$ cat src/design/chv_pkg.sv
// ----------------------------------------------------------------------------
// Cluster height validator package
// Word types, register indexes, sequencer states and default constants.
// ----------------------------------------------------------------------------
package chv_pkg;

  localparam int FRAC_BITS_DEF = 16;
  localparam int CFG_IDX_W     = 3;
  localparam int CFG_DATA_W    = 32;
  localparam int COORD_W       = 32;
  localparam int COEF_W        = 18;
  localparam int HEIGHT_W      = 32;
  localparam int RATIO_W       = 17;

  typedef enum logic [CFG_IDX_W-1:0] {
    CFG_MIN_HEIGHT       = 3'd0,
    CFG_LARGE_MAX_HEIGHT = 3'd1,
    CFG_SMALL_MAX_HEIGHT = 3'd2,
    CFG_HEIGHT_CAP       = 3'd3,
    CFG_PLANE_A          = 3'd4,
    CFG_PLANE_B          = 3'd5,
    CFG_PLANE_C          = 3'd6,
    CFG_PLANE_OFFSET     = 3'd7
  } cfg_idx_t;

  typedef enum logic [2:0] {
    ST_IDLE,
    ST_MUL,
    ST_DIST,
    ST_UPD,
    ST_FIT,
    ST_MIN,
    ST_TOP,
    ST_OUT
  } state_t;

  typedef struct packed {
    logic signed [COORD_W-1:0] point_x;
    logic signed [COORD_W-1:0] point_y;
    logic signed [COORD_W-1:0] point_z;
    logic                      last_point;
  } in_word_t;

  typedef struct packed {
    logic               is_large;
    logic [RATIO_W-1:0] fit_ratio;
    logic [RATIO_W-1:0] top_ratio;
  } out_word_t;

endpackage

$ cat src/design/chv_div.sv
// ----------------------------------------------------------------------------
// Cluster height validator ratio divider
// Radix-2 restoring divider giving min((num << FRAC_BITS) / den, 1.0).
// ----------------------------------------------------------------------------
module chv_div
  import chv_pkg::*;
#(
  parameter int FRAC_BITS = FRAC_BITS_DEF
) (
  input  logic                  clk,
  input  logic                  rst_n,
  input  logic                  start,
  input  logic [HEIGHT_W-1:0]   num,
  input  logic [HEIGHT_W-1:0]   den,
  output logic                  done,
  output logic [FRAC_BITS:0]    quot
);

  localparam int CNT_W = (FRAC_BITS > 1) ? $clog2(FRAC_BITS) : 1;
  localparam logic [FRAC_BITS:0] ONE = (FRAC_BITS + 1)'(1) << FRAC_BITS;

  logic                  busy_r;
  logic [CNT_W-1:0]      cnt_r;
  logic [HEIGHT_W-1:0]   rem_r;
  logic [HEIGHT_W-1:0]   den_r;
  logic [FRAC_BITS-1:0]  q_r;
  logic                  done_r;
  logic [FRAC_BITS:0]    quot_r;

  logic [HEIGHT_W:0]     rem_sh;
  logic                  fits;
  logic [HEIGHT_W:0]     rem_sub;
  logic [FRAC_BITS-1:0]  q_nxt;

  always_comb begin
    rem_sh  = {rem_r, 1'b0};
    fits    = rem_sh >= {1'b0, den_r};
    rem_sub = rem_sh - {1'b0, den_r};
    q_nxt   = {q_r[FRAC_BITS-2:0], fits};
  end

  always_ff @(posedge clk) begin
    if (!rst_n) begin
      busy_r <= 1'b0;
      done_r <= 1'b0;
      cnt_r  <= '0;
    end else begin
      done_r <= 1'b0;
      if (start) begin
        if (num >= den) begin
          done_r <= 1'b1;
          quot_r <= ONE;
        end else begin
          busy_r <= 1'b1;
          cnt_r  <= '0;
          rem_r  <= num;
          den_r  <= den;
          q_r    <= '0;
        end
      end else if (busy_r) begin
        rem_r <= fits ? rem_sub[HEIGHT_W-1:0] : rem_sh[HEIGHT_W-1:0];
        q_r   <= q_nxt;
        cnt_r <= cnt_r + CNT_W'(1);
        if (cnt_r == CNT_W'(FRAC_BITS - 1)) begin
          busy_r <= 1'b0;
          done_r <= 1'b1;
          quot_r <= {1'b0, q_nxt};
        end
      end
    end
  end

  assign done = done_r;
  assign quot = quot_r;

endmodule

$ cat src/design/cluster_height_validator.sv
// ----------------------------------------------------------------------------
// Cluster height validator
// Tracks the largest point-to-plane distance of a cluster and rates its height.
// ----------------------------------------------------------------------------
// For each point word, one shared 18x32 multiplier forms a*x, b*y
// and c*z in turn and an accumulator adds them to the offset term, after which
// the distance is taken and the running maximum updated. A word with
// last_point set also runs up to three quotients through one shared
// bit-serial divider, where a quotient that saturates to 1.0 skips the bit
// steps, then hands the result word to an output register.
// The top quotient is only divided out when the fit quotient and, if it is
// run, the min quotient both saturate to 1.0.
// The next point word is taken while a result word still waits on out_stall.
// Configuration registers may be written whenever in_stall is low.
module cluster_height_validator
  import chv_pkg::*;
#(
  parameter int FRAC_BITS = FRAC_BITS_DEF
) (
  input  logic                  clk,
  input  logic                  rst_n,
  input  logic                  in_valid,
  output logic                  in_stall,
  input  in_word_t              in_data,
  output logic                  out_valid,
  input  logic                  out_stall,
  output out_word_t             out_data,
  input  logic                  cfg_we,
  input  logic [CFG_IDX_W-1:0]  cfg_index,
  input  logic [CFG_DATA_W-1:0] cfg_wdata
);

  localparam int Q_W    = FRAC_BITS + 1;
  localparam int ACC_W  = (FRAC_BITS + 34 > 53) ? FRAC_BITS + 34 : 53;
  localparam int PROD_W = COEF_W + COORD_W;
  localparam int CMP_W  = (Q_W > RATIO_W) ? Q_W : RATIO_W;
  localparam logic [Q_W-1:0] ONE = Q_W'(1) << FRAC_BITS;

  logic [HEIGHT_W-1:0]       min_height_r;
  logic [HEIGHT_W-1:0]       large_max_r;
  logic [HEIGHT_W-1:0]       small_max_r;
  logic [RATIO_W-1:0]        height_cap_r;
  logic signed [COEF_W-1:0]  plane_a_r;
  logic signed [COEF_W-1:0]  plane_b_r;
  logic signed [COEF_W-1:0]  plane_c_r;
  logic signed [COORD_W-1:0] plane_offset_r;

  state_t                    state_r;
  state_t                    state_nxt;
  logic [1:0]                step_r;
  in_word_t                  pt_r;
  logic signed [PROD_W-1:0]  prod_r;
  logic signed [ACC_W-1:0]   acc_r;
  logic [HEIGHT_W-1:0]       dist_r;
  logic [HEIGHT_W-1:0]       max_r;
  logic [HEIGHT_W-1:0]       mx_r;
  logic                      large_r;
  logic [HEIGHT_W-1:0]       limit_r;
  logic [Q_W-1:0]            r1_r;
  logic [Q_W-1:0]            r2_r;
  logic                      div_run_r;
  logic                      out_valid_r;
  out_word_t                 out_data_r;

  logic                      accept;
  logic                      out_free;
  logic signed [COEF_W-1:0]  coef_c;
  logic signed [COORD_W-1:0] coord_c;
  logic [ACC_W-1:0]          mag_c;
  logic [ACC_W-1:0]          mag_sh_c;
  logic [HEIGHT_W-1:0]       dist_c;
  logic [HEIGHT_W-1:0]       newmax_c;
  logic                      large_c;
  logic [HEIGHT_W-1:0]       limit_c;
  logic [Q_W-1:0]            fit_c;
  logic                      div_start;
  logic [HEIGHT_W-1:0]       div_num;
  logic [HEIGHT_W-1:0]       div_den;
  logic                      div_done;
  logic [Q_W-1:0]            div_quot;

  chv_div #(
    .FRAC_BITS(FRAC_BITS)
  ) u_div (
    .clk   (clk),
    .rst_n (rst_n),
    .start (div_start),
    .num   (div_num),
    .den   (div_den),
    .done  (div_done),
    .quot  (div_quot)
  );

  always_comb begin
    state_nxt = state_r;
    case (state_r)
      ST_IDLE: begin
        if (in_valid) begin
          state_nxt = ST_MUL;
        end
      end
      ST_MUL: begin
        if (step_r == 2'd3) begin
          state_nxt = ST_DIST;
        end
      end
      ST_DIST: begin
        state_nxt = ST_UPD;
      end
      ST_UPD: begin
        state_nxt = pt_r.last_point ? ST_FIT : ST_IDLE;
      end
      ST_FIT: begin
        if (div_done) begin
          state_nxt = (min_height_r != '0) ? ST_MIN : ST_TOP;
        end
      end
      ST_MIN: begin
        if (div_done) begin
          state_nxt = ST_TOP;
        end
      end
      ST_TOP: begin
        if (r1_r != ONE || div_done) begin
          state_nxt = ST_OUT;
        end
      end
      ST_OUT: begin
        if (out_free) begin
          state_nxt = ST_IDLE;
        end
      end
      default: begin
        state_nxt = ST_IDLE;
      end
    endcase
  end

  always_comb begin
    in_stall  = 1'b1;
    div_start = 1'b0;
    div_num   = mx_r;
    div_den   = limit_r;
    case (state_r)
      ST_IDLE: begin
        in_stall = 1'b0;
      end
      ST_FIT: begin
        div_start = !div_run_r;
        div_num   = limit_c;
        div_den   = mx_r;
      end
      ST_MIN: begin
        div_start = !div_run_r;
        div_den   = min_height_r;
      end
      ST_TOP: begin
        div_start = !div_run_r && (r1_r == ONE);
      end
      default: begin
        in_stall = 1'b1;
      end
    endcase
  end

  always_comb begin
    accept   = in_valid && !in_stall;
    out_free = !out_valid_r || !out_stall;
    case (step_r)
      2'd0: begin
        coef_c  = plane_a_r;
        coord_c = pt_r.point_x;
      end
      2'd1: begin
        coef_c  = plane_b_r;
        coord_c = pt_r.point_y;
      end
      default: begin
        coef_c  = plane_c_r;
        coord_c = pt_r.point_z;
      end
    endcase
    mag_c    = acc_r[ACC_W-1] ? (~acc_r + ACC_W'(1)) : acc_r;
    mag_sh_c = mag_c >> FRAC_BITS;
    dist_c   = (|mag_sh_c[ACC_W-1:HEIGHT_W]) ? '1 : mag_sh_c[HEIGHT_W-1:0];
    newmax_c = (dist_r > max_r) ? dist_r : max_r;
    large_c  = mx_r > small_max_r;
    limit_c  = large_c ? large_max_r : small_max_r;
    fit_c    = (CMP_W'(r1_r) < CMP_W'(height_cap_r)) ? '0 : r1_r;
  end

  always_ff @(posedge clk) begin
    if (!rst_n) begin
      min_height_r   <= '0;
      large_max_r    <= HEIGHT_W'(65536);
      small_max_r    <= HEIGHT_W'(32768);
      height_cap_r   <= '0;
      plane_a_r      <= '0;
      plane_b_r      <= '0;
      plane_c_r      <= COEF_W'(65536);
      plane_offset_r <= '0;
    end else if (cfg_we) begin
      case (cfg_idx_t'(cfg_index))
        CFG_MIN_HEIGHT:       min_height_r   <= cfg_wdata[HEIGHT_W-1:0];
        CFG_LARGE_MAX_HEIGHT: large_max_r    <= cfg_wdata[HEIGHT_W-1:0];
        CFG_SMALL_MAX_HEIGHT: small_max_r    <= cfg_wdata[HEIGHT_W-1:0];
        CFG_HEIGHT_CAP:       height_cap_r   <= cfg_wdata[RATIO_W-1:0];
        CFG_PLANE_A:          plane_a_r      <= cfg_wdata[COEF_W-1:0];
        CFG_PLANE_B:          plane_b_r      <= cfg_wdata[COEF_W-1:0];
        CFG_PLANE_C:          plane_c_r      <= cfg_wdata[COEF_W-1:0];
        CFG_PLANE_OFFSET:     plane_offset_r <= cfg_wdata[COORD_W-1:0];
        default:              plane_offset_r <= plane_offset_r;
      endcase
    end
  end

  always_ff @(posedge clk) begin
    if (!rst_n) begin
      state_r     <= ST_IDLE;
      step_r      <= '0;
      max_r       <= '0;
      div_run_r   <= 1'b0;
      out_valid_r <= 1'b0;
    end else begin
      state_r <= state_nxt;
      if (out_valid_r && !out_stall && state_r != ST_OUT) begin
        out_valid_r <= 1'b0;
      end
      if (div_start) begin
        div_run_r <= 1'b1;
      end else if (div_done) begin
        div_run_r <= 1'b0;
      end
      case (state_r)
        ST_IDLE: begin
          step_r <= '0;
          if (accept) begin
            pt_r <= in_data;
          end
        end
        ST_MUL: begin
          step_r <= step_r + 2'd1;
          prod_r <= coef_c * coord_c;
          if (step_r == 2'd0) begin
            acc_r <= ACC_W'(plane_offset_r) <<< FRAC_BITS;
          end else begin
            acc_r <= acc_r + ACC_W'(prod_r);
          end
        end
        ST_DIST: begin
          dist_r <= dist_c;
        end
        ST_UPD: begin
          if (pt_r.last_point) begin
            mx_r  <= newmax_c;
            max_r <= '0;
          end else begin
            max_r <= newmax_c;
          end
        end
        ST_FIT: begin
          if (div_start) begin
            large_r <= large_c;
            limit_r <= limit_c;
          end
          if (div_done) begin
            r1_r <= div_quot;
          end
        end
        ST_MIN: begin
          if (div_done && div_quot < r1_r) begin
            r1_r <= div_quot;
          end
        end
        ST_TOP: begin
          if (r1_r != ONE) begin
            r2_r <= '0;
          end else if (div_done) begin
            r2_r <= div_quot;
          end
        end
        ST_OUT: begin
          if (out_free) begin
            out_valid_r          <= 1'b1;
            out_data_r.is_large  <= large_r;
            out_data_r.fit_ratio <= RATIO_W'(fit_c);
            out_data_r.top_ratio <= RATIO_W'(r2_r);
          end
        end
        default: begin
          step_r <= '0;
        end
      endcase
    end
  end

  assign out_valid = out_valid_r;
  assign out_data  = out_data_r;

endmodule

$ cat config.mk
export PLATFORM = sky130hd
export DESIGN_NAME = cluster_height_validator
export DESIGN_NICKNAME = d
export VERILOG_FILES = /design/src/design/chv_pkg.sv /design/src/design/chv_div.sv /design/src/design/cluster_height_validator.sv
export SDC_FILE = /design/constraint.sdc
export NUM_CORES = 2
export LEC_CHECK = 0
export ABC_CLOCK_PERIOD_IN_PS = 11700
export BUFFER_PORTS_ARGS = -buffer_cell sky130_fd_sc_hd__buf_2
export CAP_MARGIN = 20
export CORE_MARGIN = 5
export CORE_UTILIZATION = 35
export DETAILED_ROUTE_END_ITERATION = 8
export GPL_TIMING_DRIVEN = 1
export PLACE_DENSITY = 0.57
export SYNTH_ARGS = -nofsm -noshare
export SYNTH_HDL_FRONTEND = slang
export SYNTH_HIERARCHICAL = 1
export SYNTH_SLANG_ARGS = --single-unit
$ cat constraint.sdc
create_clock -name clk -period 11.7 [get_ports clk]
set_input_delay 1.17 -clock clk [delete_from_list [all_inputs] [get_ports clk]]
set_output_delay 1.17 -clock clk [all_outputs]
set_load 0.05 [all_outputs]
# Yosys cells after proc, flatten, opt, wreduce, memory -nomap -nowiden
# Index checks and enable logic that the tools add are counted.
# word_totals
reg_bits,706
rom_bits,0
latchBits,0
elab_cells,173
mem_count,0
ramBits,0
out_inout_bits,37
# classes
n_eq_ne,29
bitwise_logic,2
n_shift,0
div_mod_pow,0
reduce_logical,43
n_mux,51
add_sub_neg,5
mul,1
n_lt_le_gt_ge,6
# ops
operator,count
32-bit two-way mux,8
32-bit case mux with 2 select lines,2
53-bit two-way mux,2
17-bit two-way mux,6
32-bit > comparator,2
"53-bit by 2-bit adder with 53-bit output, second input constant",1
53-bit by 50-bit adder with 53-bit output,1
53-bit NOT,1
18-bit by 32-bit multiplier with 50-bit output,1
15-bit two-way mux,3
18-bit case mux with 2 select lines,1
17-bit less-than comparator,2
17-bit case mux with 2 select lines,1
33-bit by 32-bit greater-or-equal comparator with 1-bit output,1
32-bit greater-or-equal comparator,1
32-bit nonzero test,1
32-bit subtractor,1
"3-bit equality test, second input constant",8
3-bit case mux with 8 select lines,1
2-bit AND reduction,11
3-bit two-way mux,7
3-bit AND reduction,7
"17-bit equality test, second input constant",1
"17-bit != test, second input constant",1
26 further kinds,66

# Depth between registers and ports, before layout
# depth
depth_word,6
mapped_depth,32
mapped_depth_nobuf,29

# Hierarchy
# Netlist, hierarchy kept.
# by_module_without_submodules
module,seq_area_each_um2,instances,area_per_inst_um2,cells_each
cluster_height_validator,15755.1,1,47946.0,4982
chv_div,3002.9,1,6755.2,646

# Least setup slack after synthesis
# OpenSTA, ideal clock, no wires.
# synth_path
kind,input port to flip-flop
start,in rst_n
end,reg acc_r[0] (enable)
slack_ps,2238
setup_time_ps,713
arrival_ps,8749
stages,2
cell_sequence,nand2_1 -> nor3b_1
# synth_between
elab_chain_len,1
# synth_rtl
element,line,rtl
start: declaration,cluster_height_validator.sv:21,"input logic rst_n,"
2-bit AND reduction (no source line),--,
end signal: assignment,cluster_height_validator.sv:245,acc_r <= ACC_W'(plane_offset_r) <<< FRAC_BITS;
end signal: assignment,cluster_height_validator.sv:247,acc_r <= acc_r + ACC_W'(prod_r);
end: declaration,cluster_height_validator.sv:53,logic signed [ACC_W-1:0] acc_r;
# Every way passes these cells.
# A chain may end at the register's enable or synchronous reset.

# Final worst setup path
# layout_path
start,reg step_r[0]
end,"reg prod_r[47], data pin"
# layout_between
elab_chain_len,3
# layout_rtl
element,line,rtl
start: declaration,cluster_height_validator.sv:50,logic [1:0] step_r;
start signal: assignment,cluster_height_validator.sv:242,step_r <= step_r + 2'd1;
2-bit by 1-bit equality test with 1-bit output / 2-bit zero test (equally long branches),cluster_height_validator.sv:169,case (step_r)
18-bit case mux with 2 select lines / 32-bit case mux with 2 select lines (equally long branches),cluster_height_validator.sv:169,
18-bit by 32-bit multiplier with 50-bit output (*),cluster_height_validator.sv:243,prod_r <= coef_c * coord_c;
end signal: assignment,cluster_height_validator.sv:243,
end: declaration,cluster_height_validator.sv:52,logic signed [PROD_W-1:0] prod_r;
# Every way passes the cells marked *; elsewhere a longest branch is shown, timed or not.

==> summary.md <==
| Metric | Value |
|---|---|
| Status | finished, final reports clean |
| Num ports | 174 |
| Initial DRC Count | 2668 |
| Port buffer count | 173 |
| Commonest non-fill, non-tap cell in the layout | nand2_1 |
| Proportion of layout cells with a drive suffix above 1 | 9.27% |
| #FFs+latches synth | 706 |
| Worst slew margin | 26.8% |
| Mapped cell area | 54700 um^2 |
| First-pass DRT Iterations | 6 |
| Clk buf depth | 3 |
| Total power | 9.51 mW |
| Final hold slack | 418 ps |
| Post-Synthesis Cells | 5628 |
| Worst Path Required | 12190 ps |
| Final setup fails | 0 |
| RSZ-0062 raised after global routing | false |
| Pre-CTS setup slack | 2430 ps |
| Slew @ Worst Pin | 1100 ps |
| Clock Skew | 37.5 ps |
| Final setup TNS | 0 ps |
| FF/Latch Area | 18800 um^2 |
| Cts repair resizes | 0 |
| Worst skew pair latency | 700 ps |
| Total gr overflow | 0 |
| Commonest non-fill, non-tap cells in the layout | nand2_1, inv_1, fa_1 |
| Drt wl/cell | 19.7 um |
| Vias in the first global route | 41100 |
| Final Max Tran Viols | 0 |
| Root buf cell | clkbuf_16 |
| Vias/cell | 5.08 |
| H-tree depth | 3 |
| Number of routed nets with antenna violations | 0 |
| CP max stage cell | a21o_1 |
| Leak pwr | 25.3 nW |
| Synth warnings | 6 |
| Worst Setup End Kind | flop |
| Max_cap viols | 0 |
| Detailed Place HPWL | 117000 um |
| Setup CP Type | flop to flop |
| Period utilization | 78.7% |
| Post-CTS Repair Setup Buffers | 0 |
| Initial Util | 35.1% |
| Gp weighted congestion | 0.929 |
| CP startpoint kind | flop |
| Synthesized area per cell | 9.72 um^2 |
| WP data arrival | 9700 ps |
| Die W | 405 um |
| Final min period | 9210 ps |
| Die Y | 405 um |
| Number of cell rows | 145 |
| Nets | 6712 |
| Clock-pin slew on the worst setup and hold paths | 60 ps |
| PD cells | 157 nW/um^2 |
| Worst hold path class | flop to flop |
| # clock sinks | 706 |
| Post-synth top area share | 25.4% |
| CP max stage delay | 650 ps |
| Distinct cells, synth | 84 |
| Yosys top cell by area | edfxtp_1 |
| Largest cells by area after synthesis | edfxtp_1, fa_1, dfxtp_1 |
| Final instance area | 60500 um^2 |
| Final setup margin | 2490 ps |
| Core footprint | 156000 um^2 |
| Remaining DRCs | 0 |
| Main flop type after synthesis | edfxtp_1 |
| Syn-to-layout area delta | 10.6% |
| TritonCTS buffer count | 82 |
| CP max FO | 44 |
| Final WL | 154000 um |
| Filler cells | 15500 |
| CTS tree | yes |
| Hold Path Cell Cnt | 0 |
| Total track usage | 18.8% |
| Final Hold Fails | 0 |
| Reg2reg path depth | 29 |
| Worst VDD drop | 125 uV |
| Multi-input logic area | 32000 um^2 |
| Post-Syn Nets | 6657 |
| FFs w/ async S/R, synth | 0% |
| Cts-stage hold buffer count | 0 |
| Highest Clock Rate | 109 MHz |
| First-pass GRT wire length | 241000 um |
| Post-placement cell area | 57700 um^2 |
| Initial antenna violation count | 17 |
| Post-synthesis sequential area ratio | 34.3% |
| Largest net degree at the start of global routing | 122 |
| Vias | 39700 |
| Post-synth EDFFs | 462 |
| Die ar. | 164000 um^2 |
## cell type report
| cell class | instances | share of cell area (%) |
|---|---|---|
| clock buffers | 122 | 3.84 |
| multi-input cells | 3847 | 52.9 |
| diodes | 12 | 0.0496 |
| well taps | 2058 | 4.26 |
| inverters | 811 | 5.04 |
| flip-flops and latches | 706 | 31.0 |
| clock inverters | 30 | 0.527 |
| repair buffers | 235 | 2.37 |
## where the power goes
group	leakage [nW]	internal (mW)	total (mW)	switching, mW
Combinational	17.8	1.34	3.91	2.57
Sequential	6.18	2.95	3.07	0.120
Clock	1.28	1.42	2.53	1.11
## state kept, by name (all words and copies together), names as in the netlist, 35 cells and up
signal,cells
pt_r,97
acc_r,53
prod_r,50
out_data,35
## worst paths after layout
path / start / end / slack (ps)
worst min-delay path: r2_r[8] / out_data[8] / 420
worst max register to register: step_r[0] / prod_r[47] / 2490
worst min register to register: r2_r[8] / out_data[8] / 420
worst max-delay path: step_r[0] / prod_r[47] / 2490
## cell families after synthesis
kind of cell | Yosys count | synth area share [%]
and+or+nand+nor | 1647 | 12.9
buffers and inverters | 1075 | 7.55
AOI/OAI and AO/OA | 1013 | 12.0
adders and majority gates | 892 | 28.0
DFF | 706 | 34.3
xor gates and xnor gates | 160 | 2.56
muxes | 135 | 2.69
## Yosys cell counts (all sizes together), types with 8 or more instances
library cell  count
ha              337
nand3            44
o21ai           159
xor2             93
o21bai           10
a21o            154
nor2            352
dfxtp           244
o311ai           21
a21oi           393
nand4            42
a31oi            17
a221o             9
nor3             36
a221oi            9
nor2b            50
nand2b           21
inv             810
xnor2            67
nand3b           19
mux2i            37
nand2           955
clkbuf          240
mux2             98
nor4             24
a22o             81
o22ai            10
or3               9
o21a             26
or4               8
buf              24
edfxtp          462
o211ai           12
and2             42
and3             23
o31ai            21
a211oi           22
fa              555
## routing by layer
metal | track usage (%) | wire length [um]
met5 | 0 | 8
met2 | 30.4 | 70200
met3 | 3.33 | 10600
met1 | 25.5 | 67700
met4 | 6.35 | 5310
## critical path: cells and delay by family (launching register included)
family	cells	cell delay [ps]
compound gates	10	2630
fa+ha+maj	8	3840
buf+inv	8	1290
flops	1	340
simple gates	3	870
## metrics by stage
step           util (%)  cells
2_1_floorplan         -   5628
3_3_place_gp       37.0   7649
3_5_place_dp       37.0   7651
4_1_cts            38.7   7803
5_1_grt            38.8   7814
6_report           38.8   7821
Note: power is estimated with default switching activity, not from simulation.
